File: src/rtl/assert_macros.svh
// assertion helpers, clocked on the rising edge, held off during reset
`ifndef ASSERT_MACROS_SVH
`define ASSERT_MACROS_SVH

// same-cycle implication
`define ASSERT_IMPLIES(lbl, clk, rstn, ante, cons) \
    lbl: assert property (@(posedge clk) disable iff (!(rstn)) (ante) |-> (cons)) \
        else $error("assertion failed");

// next-cycle implication
`define ASSERT_NEXT(lbl, clk, rstn, ante, cons) \
    lbl: assert property (@(posedge clk) disable iff (!(rstn)) (ante) |=> (cons)) \
        else $error("assertion failed");

// invariant
`define ASSERT_ALWAYS(lbl, clk, rstn, cond) \
    lbl: assert property (@(posedge clk) disable iff (!(rstn)) (cond)) \
        else $error("assertion failed");

`endif

File: src/rtl/ifscg_pkg.sv
`default_nettype none

package ifscg_pkg;

    typedef logic signed [31:0] t_coord;

    typedef enum logic [2:0] {
        CFG_MAP0   = 3'd0,
        CFG_MAP1   = 3'd1,
        CFG_MAP2   = 3'd2,
        CFG_MAP3   = 3'd3,
        CFG_SHIFT01 = 3'd4,
        CFG_SHIFT23 = 3'd5,
        CFG_THRESH = 3'd6,
        CFG_BURN   = 3'd7
    } t_cfg_idx;

    typedef struct packed {
        t_coord     x;
        t_coord     y;
        logic [1:0] map;
    } t_step;

    typedef struct packed {
        t_coord     point_x;
        t_coord     point_y;
        logic [1:0] map_index;
        logic       counted;
        t_coord     box_min_x;
        t_coord     box_max_x;
        t_coord     box_min_y;
        t_coord     box_max_y;
    } t_result;

    localparam t_coord     COORD_MAX  = 32'sh7FFF_FFFF;
    localparam t_coord     COORD_MIN  = 32'sh8000_0000;
    localparam logic [7:0] BURN_RESET = 8'd26;
    localparam logic [7:0] SEEN_MAX   = 8'd255;

endpackage

`default_nettype wire

File: src/rtl/ifscg_res_if.sv
`default_nettype none

interface ifscg_res_if;
    logic               valid;
    logic               ready;
    logic signed [31:0] point_x;
    logic signed [31:0] point_y;
    logic [1:0]         map_index;
    logic               counted;
    logic signed [31:0] box_min_x;
    logic signed [31:0] box_max_x;
    logic signed [31:0] box_min_y;
    logic signed [31:0] box_max_y;

    modport source (
        output valid, output point_x, output point_y, output map_index, output counted,
        output box_min_x, output box_max_x, output box_min_y, output box_max_y,
        input ready
    );
    modport sink (
        input valid, input point_x, input point_y, input map_index, input counted,
        input box_min_x, input box_max_x, input box_min_y, input box_max_y,
        output ready
    );
endinterface

`default_nettype wire

File: src/rtl/ifscg_obuf.sv
`default_nettype none

module ifscg_obuf
    import ifscg_pkg::*;
(
    input  wire logic      i_clk,
    input  wire logic      i_rst_n,
    input  wire logic      i_push,
    input  wire t_result   i_data,
    output logic           o_space,
    ifscg_res_if.source    o_res
);

    t_result    r_buf [2];
    t_result    n_buf [2];
    logic [1:0] r_cnt;
    logic [1:0] n_cnt;
    logic       w_pop;
    logic       w_wr_idx;

    assign w_pop    = (r_cnt != 2'd0) && o_res.ready;
    assign w_wr_idx = r_cnt[0] ^ w_pop;
    assign o_space  = (r_cnt != 2'd2);

    always_comb begin
        n_buf = r_buf;
        if (w_pop) begin
            n_buf[0] = r_buf[1];
        end
        if (i_push) begin
            n_buf[w_wr_idx] = i_data;
        end
        n_cnt = r_cnt + {1'b0, i_push} - {1'b0, w_pop};
    end

    always_ff @(posedge i_clk) begin
        if (!i_rst_n) begin
            r_cnt <= 2'd0;
        end else begin
            r_cnt <= n_cnt;
        end
        r_buf <= n_buf;
    end

    assign o_res.valid     = (r_cnt != 2'd0);
    assign o_res.point_x   = r_buf[0].point_x;
    assign o_res.point_y   = r_buf[0].point_y;
    assign o_res.map_index = r_buf[0].map_index;
    assign o_res.counted   = r_buf[0].counted;
    assign o_res.box_min_x = r_buf[0].box_min_x;
    assign o_res.box_max_x = r_buf[0].box_max_x;
    assign o_res.box_min_y = r_buf[0].box_min_y;
    assign o_res.box_max_y = r_buf[0].box_max_y;

endmodule

`default_nettype wire
File: src/flat_wrapper.sv
// flat-port wrapper written by rule: the top's interface ports become plain ports
module ifscg_obuf_flat import ifscg_pkg::*;
  (i_clk, i_rst_n, i_push, i_data, o_space, o_res_valid, o_res_point_x, o_res_point_y, o_res_map_index, o_res_counted, o_res_box_min_x, o_res_box_max_x, o_res_box_min_y, o_res_box_max_y, o_res_ready);
  ifscg_res_if o_res_i ();
  input  wire logic i_clk;
  input  wire logic i_rst_n;
  input  wire logic i_push;
  input  wire t_result i_data;
  output logic o_space;
  output wire logic [$bits(o_res_i.valid)-1:0] o_res_valid;
  output wire logic [$bits(o_res_i.point_x)-1:0] o_res_point_x;
  output wire logic [$bits(o_res_i.point_y)-1:0] o_res_point_y;
  output wire logic [$bits(o_res_i.map_index)-1:0] o_res_map_index;
  output wire logic [$bits(o_res_i.counted)-1:0] o_res_counted;
  output wire logic [$bits(o_res_i.box_min_x)-1:0] o_res_box_min_x;
  output wire logic [$bits(o_res_i.box_max_x)-1:0] o_res_box_max_x;
  output wire logic [$bits(o_res_i.box_min_y)-1:0] o_res_box_min_y;
  output wire logic [$bits(o_res_i.box_max_y)-1:0] o_res_box_max_y;
  input wire logic [$bits(o_res_i.ready)-1:0] o_res_ready;
  assign o_res_valid = o_res_i.valid;
  assign o_res_point_x = o_res_i.point_x;
  assign o_res_point_y = o_res_i.point_y;
  assign o_res_map_index = o_res_i.map_index;
  assign o_res_counted = o_res_i.counted;
  assign o_res_box_min_x = o_res_i.box_min_x;
  assign o_res_box_max_x = o_res_i.box_max_x;
  assign o_res_box_min_y = o_res_i.box_min_y;
  assign o_res_box_max_y = o_res_i.box_max_y;
  assign o_res_i.ready = o_res_ready;
  ifscg_obuf u_core (.i_clk(i_clk), .i_rst_n(i_rst_n), .i_push(i_push), .i_data(i_data), .o_space(o_space), .o_res(o_res_i));
endmodule
File: config.mk
export PLATFORM = sky130hd
export DESIGN_NAME = ifscg_obuf_flat
export DESIGN_NICKNAME = d
export VERILOG_FILES = /design/src/rtl/assert_macros.svh /design/src/rtl/ifscg_pkg.sv /design/src/rtl/ifscg_res_if.sv /design/src/rtl/ifscg_obuf.sv /design/src/flat_wrapper.sv
export SDC_FILE = /design/constraint.sdc
export NUM_CORES = 1
export LEC_CHECK = 0
export ABC_AREA = 1
export BUFFER_PORTS_ARGS = -buffer_cell sky130_fd_sc_hd__buf_4
export CORE_MARGIN = 2
export CORE_UTILIZATION = 59
export CTS_CLUSTER_DIAMETER = 60
export DETAILED_ROUTE_END_ITERATION = 16
export PLACE_DENSITY = 0.86
export REMOVE_ABC_BUFFERS = 1
export SYNTH_ARGS = -nofsm -noshare
export SYNTH_HDL_FRONTEND = slang
export SYNTH_SLANG_ARGS = --single-unit
File: constraint.sdc
create_clock -name i_clk -period 10.8 [get_ports i_clk]
set_input_delay 1.62 -clock i_clk [delete_from_list [all_inputs] [get_ports i_clk]]
set_output_delay 1.62 -clock i_clk [all_outputs]
set_load 0.01 [all_outputs]
After elaboration in Yosys (flattened, before gate mapping):

Index checks and enable logic that the tools add are counted.

* flip-flop bits (word level): 392
* input port bits: 199
* output and inout bits: 197
* logic and storage cells: 32

* add/subtract/negate cells: 2
* magnitude comparators: 2
* eq/ne operators: 1
* mux-type cells: 5
* bitwise gates (word level): 2
* reductions and logical operators: 3

Operators with widths (count)
* bitwise mux 390 bit: 1
* 2-to-1 mux 195 bit: 2
* 2-to-1 mux 390 bit: 1
* demux 195 bit (select 1 bit): 1
* adder 2 x 1 -> 2 bit: 1
* >= comparator 2 bit, second input constant: 1
* logical AND 1 bit: 2
* less-than comparator 2 x 1 -> 1 bit, second input constant: 1
* inequality test 2 bit, second input constant: 1
* NOT 1 -> 2 bit: 1
* nonzero test 2 bit: 1
* subtractor 2 x 1 -> 2 bit: 1
* bitwise XOR 1 bit: 1

Depth between registers and ports, before layout:

Gate-level depths: netlist of run 1.

* depth in word-level cells: 10
* gate-level depth with buffers: 13
* depth with buffers taken out: 10

Worst setup path before layout of run 1:

Ideal clock, no wire load.

* path kind: in2reg
* from: input port o_res_ready
* to: register u_core.r_cnt[1]
* library setup time: 0.118 ns
* data arrival time: 7.735 ns
* required time: 10.682 ns
* slack: 2.946 ns
* stages: 11
* path buffers: 3
* path through: buf_4 -> o21ai_4 -> buf_4 -> buf_2 -> inv_1 -> ha_1 -> inv_1 -> ha_1 -> nand2_1 -> a21oi_1 -> nor2_1

* cells in the longest elaborated chain, start to end: 2

RTL lines
* start: declaration: line flat_wrapper.sv:19 `input wire logic [$bits(o_res_i.ready)-1:0] o_res_ready;`
* logical AND 1 bit: line ifscg_obuf.sv:21 `assign w_pop = (r_cnt != 2'd0) && o_res.ready;`
* subtractor 2 x 1 -> 2 bit: line ifscg_obuf.sv:33 `n_cnt = r_cnt + {1'b0, i_push} - {1'b0, w_pop};`
* end signal: assignment: line ifscg_obuf.sv:40 `r_cnt <= n_cnt;`
* end: declaration: line ifscg_obuf.sv:16 `logic [1:0] r_cnt;`

Every way passes these cells.
A chain may end at the register's enable or synchronous reset.

==> flow_summary.yaml, run 1 <==
timing:
  rsz0062_at_grt: "no"
  fmax_ghz: 0.219
  finClkSkew_ps: 13.1
  slew_headroom_pct: 27.3
  setup_viol: 0
  post-route-min-period_ps: 4560
  tightest_slew_ps: 1090
  hold_viol: 0
  drv_slew: 0
  fin_crit_sh_pct: 42.2
  fin_setup_tns_ps: 0
  worst_slack_ps: 6240
  hold_ws_ps: 529
hold_path:
  worstHoldPathCells: 4
  min_path_type: "flip-flop to flip-flop"
  hold_end: "u_core.o_res.box_max_x[13]"
  hold_start: "u_core.o_res.box_max_x[13]"
worst_setup_path:
  crit_fanout: 109
  r2r_slack_ps: 7500
  critical_path.startpoint_type: "primary input"
  critPathRequiredTime_ps: 11250
  critPathKind: "primary input to flip-flop"
  rr_endpoint: "u_core.o_res.box_max_x[10]"
  end_kind: "flip-flop"
  worstReg2RegStart: "u_core.r_cnt[1]"
  startpoint: "o_res_ready"
  arrival_ps: 5010
  r2r_cells: 8
logic_synthesis:
  yosys.cell_types.count: 17
  syn_inst: 2080
  synth_top_area_cell: "edfxtp_1"
  yosys-top-cells-area: "edfxtp_1, dfxtp_1, nand2_1, nand3_1, inv_1"
  async_flop_share_pct: 0
  synth.most_common_cell: "nand2_1"
  synth_top_area_share_pct: 33.3
  synth_area_sq_um: 17600
  yosys_register_bits: 392
  ys_seq_area_share_pct: 55.6
  synth_edf_count: 195
  synth_commonest_cells: "nand2_1, inv_1, nand3_1"
  synthFlopType: "dfxtp_1"
  ys_warn_count: 0
  synth_area_per_cell_sq_um: 8.47
placement:
  gp_congestion: 0.819
  port_buffers: 395
  dp_cells: 2573
  dpl_cell_area_sq_um: 19100
  pre_cts_slack_ps: 5770
  dp_hpwl_um: 25700
detailed_routing:
  remaining_drc_errors: 0
  viasPerCell: 5.03
  drtIter0Drc: 1288
  via_count: 13340
  dr.pass1.iters: 5
  ant_nets: 0
  wirelength_um: 41300
  wl_per_cell_um: 15.6
clock_tree:
  cts.clk_slew.worst_paths_ps: 60
  cts_sinks: 392
  clkLatencyLatePin_ps: 520
  ctsResizeCount: 0
  clock_path_buffers: 3
  cts_made_buffers: 41
  cts_hold_buf: 0
  clockRootBuffer: "clkbuf_16"
  tritoncts: "yes"
  ctsHtreeMaxLevel: 2
  cts_setup_buffers: 0
layout:
  nNetsFinal: 2427
  area_growth_syn_to_layout_pct: 15.6
  fin_area_sq_um: 20300
  fillers: 2154
  fin_cells: 2650
  post-route-util_pct: 69.0
  final_layout_size_suffix_gt1_share_pct: 20.5
power_and_ir_drop:
  power.leakage_nw: 10.6
  total_power_mw: 6.36
  power_density_nw_per_um2: 313
  vdd_ir_drop_max_mv: 0.247
die:
  row_count: 63
  dieArea_sq_um: 31200
  core-area_sq_um: 29500
  die_y_um: 177
  initial_utilization_pct: 59.7
  die_x_um: 177
  ios: 396
global_routing:
  antenna_found_initial: 2
  grt.total_usage_pct: 25.7
  grt_max_degree: 196
  grt_pass1_vias: 13087
  gr-total-overflow: 0
  grt_pass1_wl_um: 64600
outcome:
  outcome: "finished, final reports clean"
flow_run:
  drv_cap: 0
## layer usage
metal  track usage, %  vias up  wire (um)
met5                0        -          0
met2             43.8      619      20100
met3             5.46      133       3490
met1             31.1     6096      15600
li1                 -     6492          -
met4             12.4        0       2020
## cells in the final DEF, fill, tap and decap left out, drive strengths merged
cell | synthesis | routed
a21oi | 1 | 1
clkinv | 0 | 7
nor2 | 2 | 2
ha | 2 | 2
clkbuf | 18 | 66
edfxtp | 195 | 195
nand3 | 391 | 391
o21ai | 1 | 1
nand2 | 592 | 592
buf | 282 | 403
diode | 0 | 2
inv | 399 | 401
dfxtp | 197 | 197
## final cells by class
| cell class | count | area [sq um] | area share, % |
|---|---|---|---|
| clock inverter | 9 | 51.3 | 0.252 |
| tap | 390 | 488 | 2.40 |
| multi-input combinational | 989 | 4270 | 21.0 |
| timing repair buffer | 403 | 3040 | 14.9 |
| sequential | 392 | 9800 | 48.2 |
| inverter | 399 | 1500 | 7.38 |
| antenna | 2 | 5.00 | 0.0246 |
| clock buffer | 66 | 1190 | 5.86 |
## logic make-up after synthesis
family | after synthesis | share of synthesized area (%)
AOI/OAI and AO/OA | 2 | 0.121
DFF | 392 | 55.6
and+or+nand+nor | 985 | 23.8
buffers and inverters | 699 | 20.3
adders and majority gates | 2 | 0.142
## worst max-delay path by stage
stage / to / slack (ps) / depth (start not counted)
CTS: u_core.o_res.box_max_x[10] / 6310 / 9
floorplan: u_core.o_res.box_max_x[0] / 1470 / 7
global route: u_core.o_res.point_x[26] / 5990 / 9
finish: u_core.o_res.box_max_x[10] / 6240 / 9
detailed placement: u_core.o_res.box_max_y[17] / 5770 / 9
global placement: flip-flop / 5810 / 7
## critical path, cell delays in order
cell     delay, ps
buf_6          590
o21ai_4        140
inv_1          110
ha_1           200
nand2_4        270
inv_6          680
buf_4          870
nand2_1        180
nand2_1        130
## power breakdown
part / switching, mW / internal [mW] / leakage (nW)
Clock: 0.557 / 0.757 / 0.609
Combinational: 1.54 / 0.988 / 6.56
Sequential: 0.295 / 2.23 / 3.47
Total: 2.39 / 3.98 / 10.6
Note: power is estimated with default switching activity, not from simulation.
==> run 2, diff against run 1 <==
CORE_UTILIZATION = 55   (was 59)
PLACE_DENSITY = 0.81   (was 0.86)
clock period = 4.5 ns   (was 10.8 ns; I/O delays follow)
==> run 2 against run 1 <==
  * Die area up 7.1%
  * Critical path depth decreased by 6
  * Clock power rose to 2.8 times the previous value
  * Count of clock-buffer cells in the layout down 9
  * Sequential power rose by 140%
  * Design area rose by 1.7%
  * Combinational power rose by 140%
==> flow_summary.yaml, run 2 (same netlist as run 1, synthesis figures left out) <==
detailed_routing:
  viasPerCell: 4.92
  remaining_drc_errors: 0
  via_count: 13138
  ant_nets: 0
  drtIter0Drc: 898
  wirelength_um: 41500
  dr.pass1.iters: 5
  wl_per_cell_um: 15.6
placement:
  gp_congestion: 0.794
  dp_cells: 2590
  port_buffers: 395
  dp_hpwl_um: 25200
  pre_cts_slack_ps: 1650
power_and_ir_drop:
  p_switching_mw: 5.81
  power_density_nw_per_um2: 763
  switching_share_pct: 36.8
  power.leakage_nw: 10.8
  vdd_ir_drop_max_mv: 0.845
  clockPowerShare_pct: 23.0
  power_frac_seq_pct: 38.0
  combPwrFrac_pct: 39.1
  p_int_mw: 10.0
clock_tree:
  cts_hold_buf: 0
  ctsHtreeMaxLevel: 2
  ctsResizeCount: 0
  cts_made_buffers: 42
  clkLatencyLatePin_ps: 520
  cts_sinks: 392
  cts_setup_buffers: 0
  tritoncts: "yes"
  clock_path_buffers: 3
  clockRootBuffer: "clkbuf_16"
  cts.clk_slew.worst_paths_ps: 60
layout:
  area_growth_syn_to_layout_pct: 17.6
  final_cell_mix: "nand2_1, buf_4, inv_1, nand3_1, dfxtp_1"
  post-route-util_pct: 65.6
  fin_cells: 2669
  layout_commonest_cell: "nand2_1"
  nNetsFinal: 2433
  final_layout_size_suffix_gt1_share_pct: 21.4
die:
  initial_utilization_pct: 55.8
  dieArea_sq_um: 33500
  row_count: 65
  die_x_um: 183
  ios: 396
  core-area_sq_um: 31600
  die_y_um: 183
worst_setup_path:
  critPathRequiredTime_ps: 3830
  crit_fanout: 143
  critPathKind: "flip-flop to output pin"
  rr_endpoint: "u_core.o_res.point_y[23]"
  end_kind: "output pin"
  critical_path.startpoint_type: "flip-flop"
  worstReg2RegStart: "u_core.r_cnt[0]"
  arrival_ps: 2140
  r2r_cells: 6
  r2r_slack_ps: 1990
flow_run:
  drv_cap: 0
timing:
  drv_slew: 0
  hold_viol: 0
  post-route-min-period_ps: 2820
  worst_slack_ps: 1680
  rsz0062_at_grt: "no"
  fmax_ghz: 0.355
  tightest_slew_ps: 1300
  finClkSkew_ps: 13.3
  slew_headroom_pct: 13.3
  fin_crit_sh_pct: 62.6
  setup_viol: 0
global_routing:
  grt_pass1_wl_um: 65000
  gr-total-overflow: 0
  grt_max_degree: 196
  grt.total_usage_pct: 24.0
  grt_pass1_vias: 12800
  antenna_found_initial: 1
hold_path:
  worstHoldPathCells: 1
  min_path_type: "primary input to flip-flop"
  hold_start: "i_data[72]"
outcome:
  outcome: "finished, final reports clean"
## run 2: layer usage
metal  GRT usage, %  routed length (um)  vias to the layer above
met3           7.03                3770                      108
met1           28.5               16000                     6015
li1               -                   -                     6498
met2           40.8               20000                      517
met5              0                   0                        -
met4           10.3                1750                        0
## run 2: worst max-delay path: stages, from the launching register on
cell	delay, ps
dfxtp_1	340
inv_1	190
nand2_8	500
buf_4	410
## run 2: how the worst max path moves through the flow
| stage | start | end | slack (ps) | cells past startpoint |
|---|---|---|---|---|
| after CTS | u_core.r_cnt[0] | o_res_valid | 1720 | 3 |
| after floorplan | u_core.r_cnt[1] | u_core.o_res.box_max_x[0] | -4740 | 7 |
| after global placement | o_res_ready | flip-flop | 1650 | 7 |
| final | u_core.r_cnt[0] | o_res_valid | 1680 | 3 |
| after detailed placement | o_res_ready | flip-flop | 1650 | 7 |
| after global routing | u_core.r_cnt[0] | o_res_valid | 1600 | 3 |
## run 2: through the flow
stage                     power, mW  area, sq um  hold WS [ps]  setup TNS [ps]
after global routing           16.9        20700           307               0
after CTS                      15.9        20700           310               0
after floorplan                9.62        15500           539        -1644420
after detailed placement       12.2        19200           524               0
after global placement         12.0        19200           517               0
final                          15.8        20700           328               0
## run 2: power by group through the flow
stage / Sequential, mW / Combinational, mW / Clock, mW
after floorplan: 6.49 / 3.13 / 0
after global placement: 5.98 / 5.98 / 0
after detailed placement: 6.06 / 6.16 / 0
after CTS: 6.00 / 6.22 / 3.68
after global routing: 6.14 / 6.89 / 3.83
final: 6.00 / 6.17 / 3.63
## run 2: cell type report
cell class	instances	area, sq um
multi-input combinational	989	4270
fill	2511	10900
clock inverter	21	255
tap	402	503
antenna	1	2.50
clock buffer	57	1230
timing repair buffer	408	3140
sequential	392	9800
inverter	399	1500
==> run 3, diff against run 2 <==
CORE_UTILIZATION = 49   (was 55)
PLACE_DENSITY = 0.76   (was 0.81)
clock period = 2.4 ns   (was 4.5 ns; I/O delays follow)
==> run 3 against run 2 <==
  * Sequential power increased by 88%
  * Power increased by 93%
  * First-iteration DRC count decreased by 20%
  * Via count increased by 8.8%
  * Non-clock buffer count increased by 203
  * Global-route usage increased by 0.36 points
  * Flip-flop and latch count unchanged
  * Design area increased by 11%
  * Register-to-register slack got worse by 1600 ps
==> flow_summary.yaml, run 3 (same netlist as run 1, synthesis figures left out) <==
clock_tree:
  cts_sinks: 392
  cts_made_buffers: 44
  ctsHtreeMaxLevel: 2
  clockRootBuffer: "clkbuf_16"
  cts.clk_slew.worst_paths_ps: 50
  clock_path_buffers: 3
  tritoncts: "yes"
  ctsResizeCount: 0
  clkLatencyLatePin_ps: 550
worst_setup_path:
  end_kind: "output pin"
  critPathMaxStageDelay_ps: 330
  crit_slowest_cell: "dfxtp_1"
  arrival_ps: 1660
  crit_fanout: 51
  critical_path.startpoint_type: "flip-flop"
  path_delay_family: "buffers and inverters"
  cp_cell_sequence: "inv_1 > nand2_8 > buf_4"
  critPathRequiredTime_ps: 2040
  cp_num_buf_inv: 2
  r2r_slack_ps: 440
  critPathKind: "flip-flop to output pin"
layout:
  final_cell_mix: "nand2_1, inv_1, buf_4, nand3_1, dfxtp_1"
  final_layout_size_suffix_gt1_share_pct: 19.6
  fillers: 2638
  nNetsFinal: 2638
  seqCellArea_sq_um: 9800
  area_growth_syn_to_layout_pct: 30.2
  layout_commonest_cell: "nand2_1"
  multi_input_area_sq_um: 4270
  fin_cells: 2936
timing:
  setup_viol: 0
  finClkSkew_ps: 11.2
  tightest_slew_ps: 1050
  hold_viol: 0
  fmax_ghz: 0.496
  rsz0062_at_grt: "no"
  fin_crit_sh_pct: 84.0
  slew_headroom_pct: 29.9
  drv_slew: 0
  fin_setup_tns_ps: 0
  post-route-min-period_ps: 2020
detailed_routing:
  wl_per_cell_um: 16.0
  viasPerCell: 4.87
  routed.top_layer: "met4"
  dr.pass1.iters: 5
  via_count: 14293
  drtIter0Drc: 718
  remaining_drc_errors: 0
  wirelength_um: 47000
  drt-met1-wl_um: 18200
  routed-wl-met2_um: 23100
  wl_met3_um: 3750
  ant_nets: 0
die:
  ios: 396
  die_x_um: 194
  core-area_sq_um: 35500
  dieArea_sq_um: 37500
  initial_utilization_pct: 49.6
  die_y_um: 194
  row_count: 69
global_routing:
  grt_pass1_wl_um: 74400
  grt.total_usage_pct: 24.4
  antenna_found_initial: 5
  grt_max_degree: 196
  gr-total-overflow: 0
  grt_pass1_vias: 14310
power_and_ir_drop:
  power.leakage_nw: 11.7
  vdd_ir_drop_max_mv: 0.794
  power_density_nw_per_um2: 1330
placement:
  port_buffers: 395
  dp_hpwl_um: 26200
  dp_cells: 2656
  gp_congestion: 0.796
hold_path:
  min_path_type: "primary input to flip-flop"
flow_run:
  drv_cap: 0
outcome:
  outcome: "finished, final reports clean"
[run 3: per-layer routing]
metal | global-route usage (%) | up-vias
met5 | 0 | -
met4 | 10.7 | 0
met3 | 5.89 | 135
met2 | 41.8 | 642
met1 | 29.2 | 6601
li1 | - | 6915
[run 3: final cells by class]
cell class                      count  area share [%]
Timing Repair Buffer              611            23.1
Multi-Input combinational cell    989            18.6
Inverter                          399            6.56
Clock inverter                     16           0.873
Tap cell                          461            2.52
Antenna cell                        4          0.0437
Sequential cell                   392            42.8
Clock buffer                       64            5.53
[run 3: where the power goes]
part           switching (mW)  leakage (nW)  total, mW  internal (mW)
Combinational            7.40          7.50       12.4           5.04
Sequential               1.28          3.47       11.3           10.0
Clock                    2.71         0.720       6.82           4.11
[run 3: repair_timing]
action | 4_1_cts | 5_1_grt
buffers inserted | 0 | 0
endpoints found under the hold margin | 360 | 0
hold buffers | 196 | 0
[run 3: final timing paths]
check                                          startpoint                         to  depth (start not counted)
worst max-delay path                      u_core.r_cnt[0]                o_res_valid                          3
worst min-delay path                               i_push            u_core.r_cnt[0]                          4
worst max register to register            u_core.r_cnt[1]                  flip-flop                          6
worst min register to register  u_core.o_res.box_min_x[3]  u_core.o_res.box_min_x[3]                          4
[run 3: through the flow]
step / power (mW) / area [sq um] / hold WS (ps) / worst slack (ps) / util [%]
finish: 30.6 / 22900 / 168 / 384 / 64.6
detailed placement: 23.3 / 19500 / 522 / 406 / 54.9
global route: 32.5 / 22900 / 168 / 305 / 64.6
global placement: 22.9 / 19500 / 516 / 407 / 54.9
floorplan: 16.8 / 15500 / 458 / -6840 / -
CTS: 30.4 / 22900 / 141 / 345 / 64.6
[run 3: worst min-delay path, delay by kind of cell]
family                   cells  cell delay [ps]
adder cells (fa/ha/maj)      1              120
AND/OR/NAND/NOR              1               40
buffers and inverters        2              160
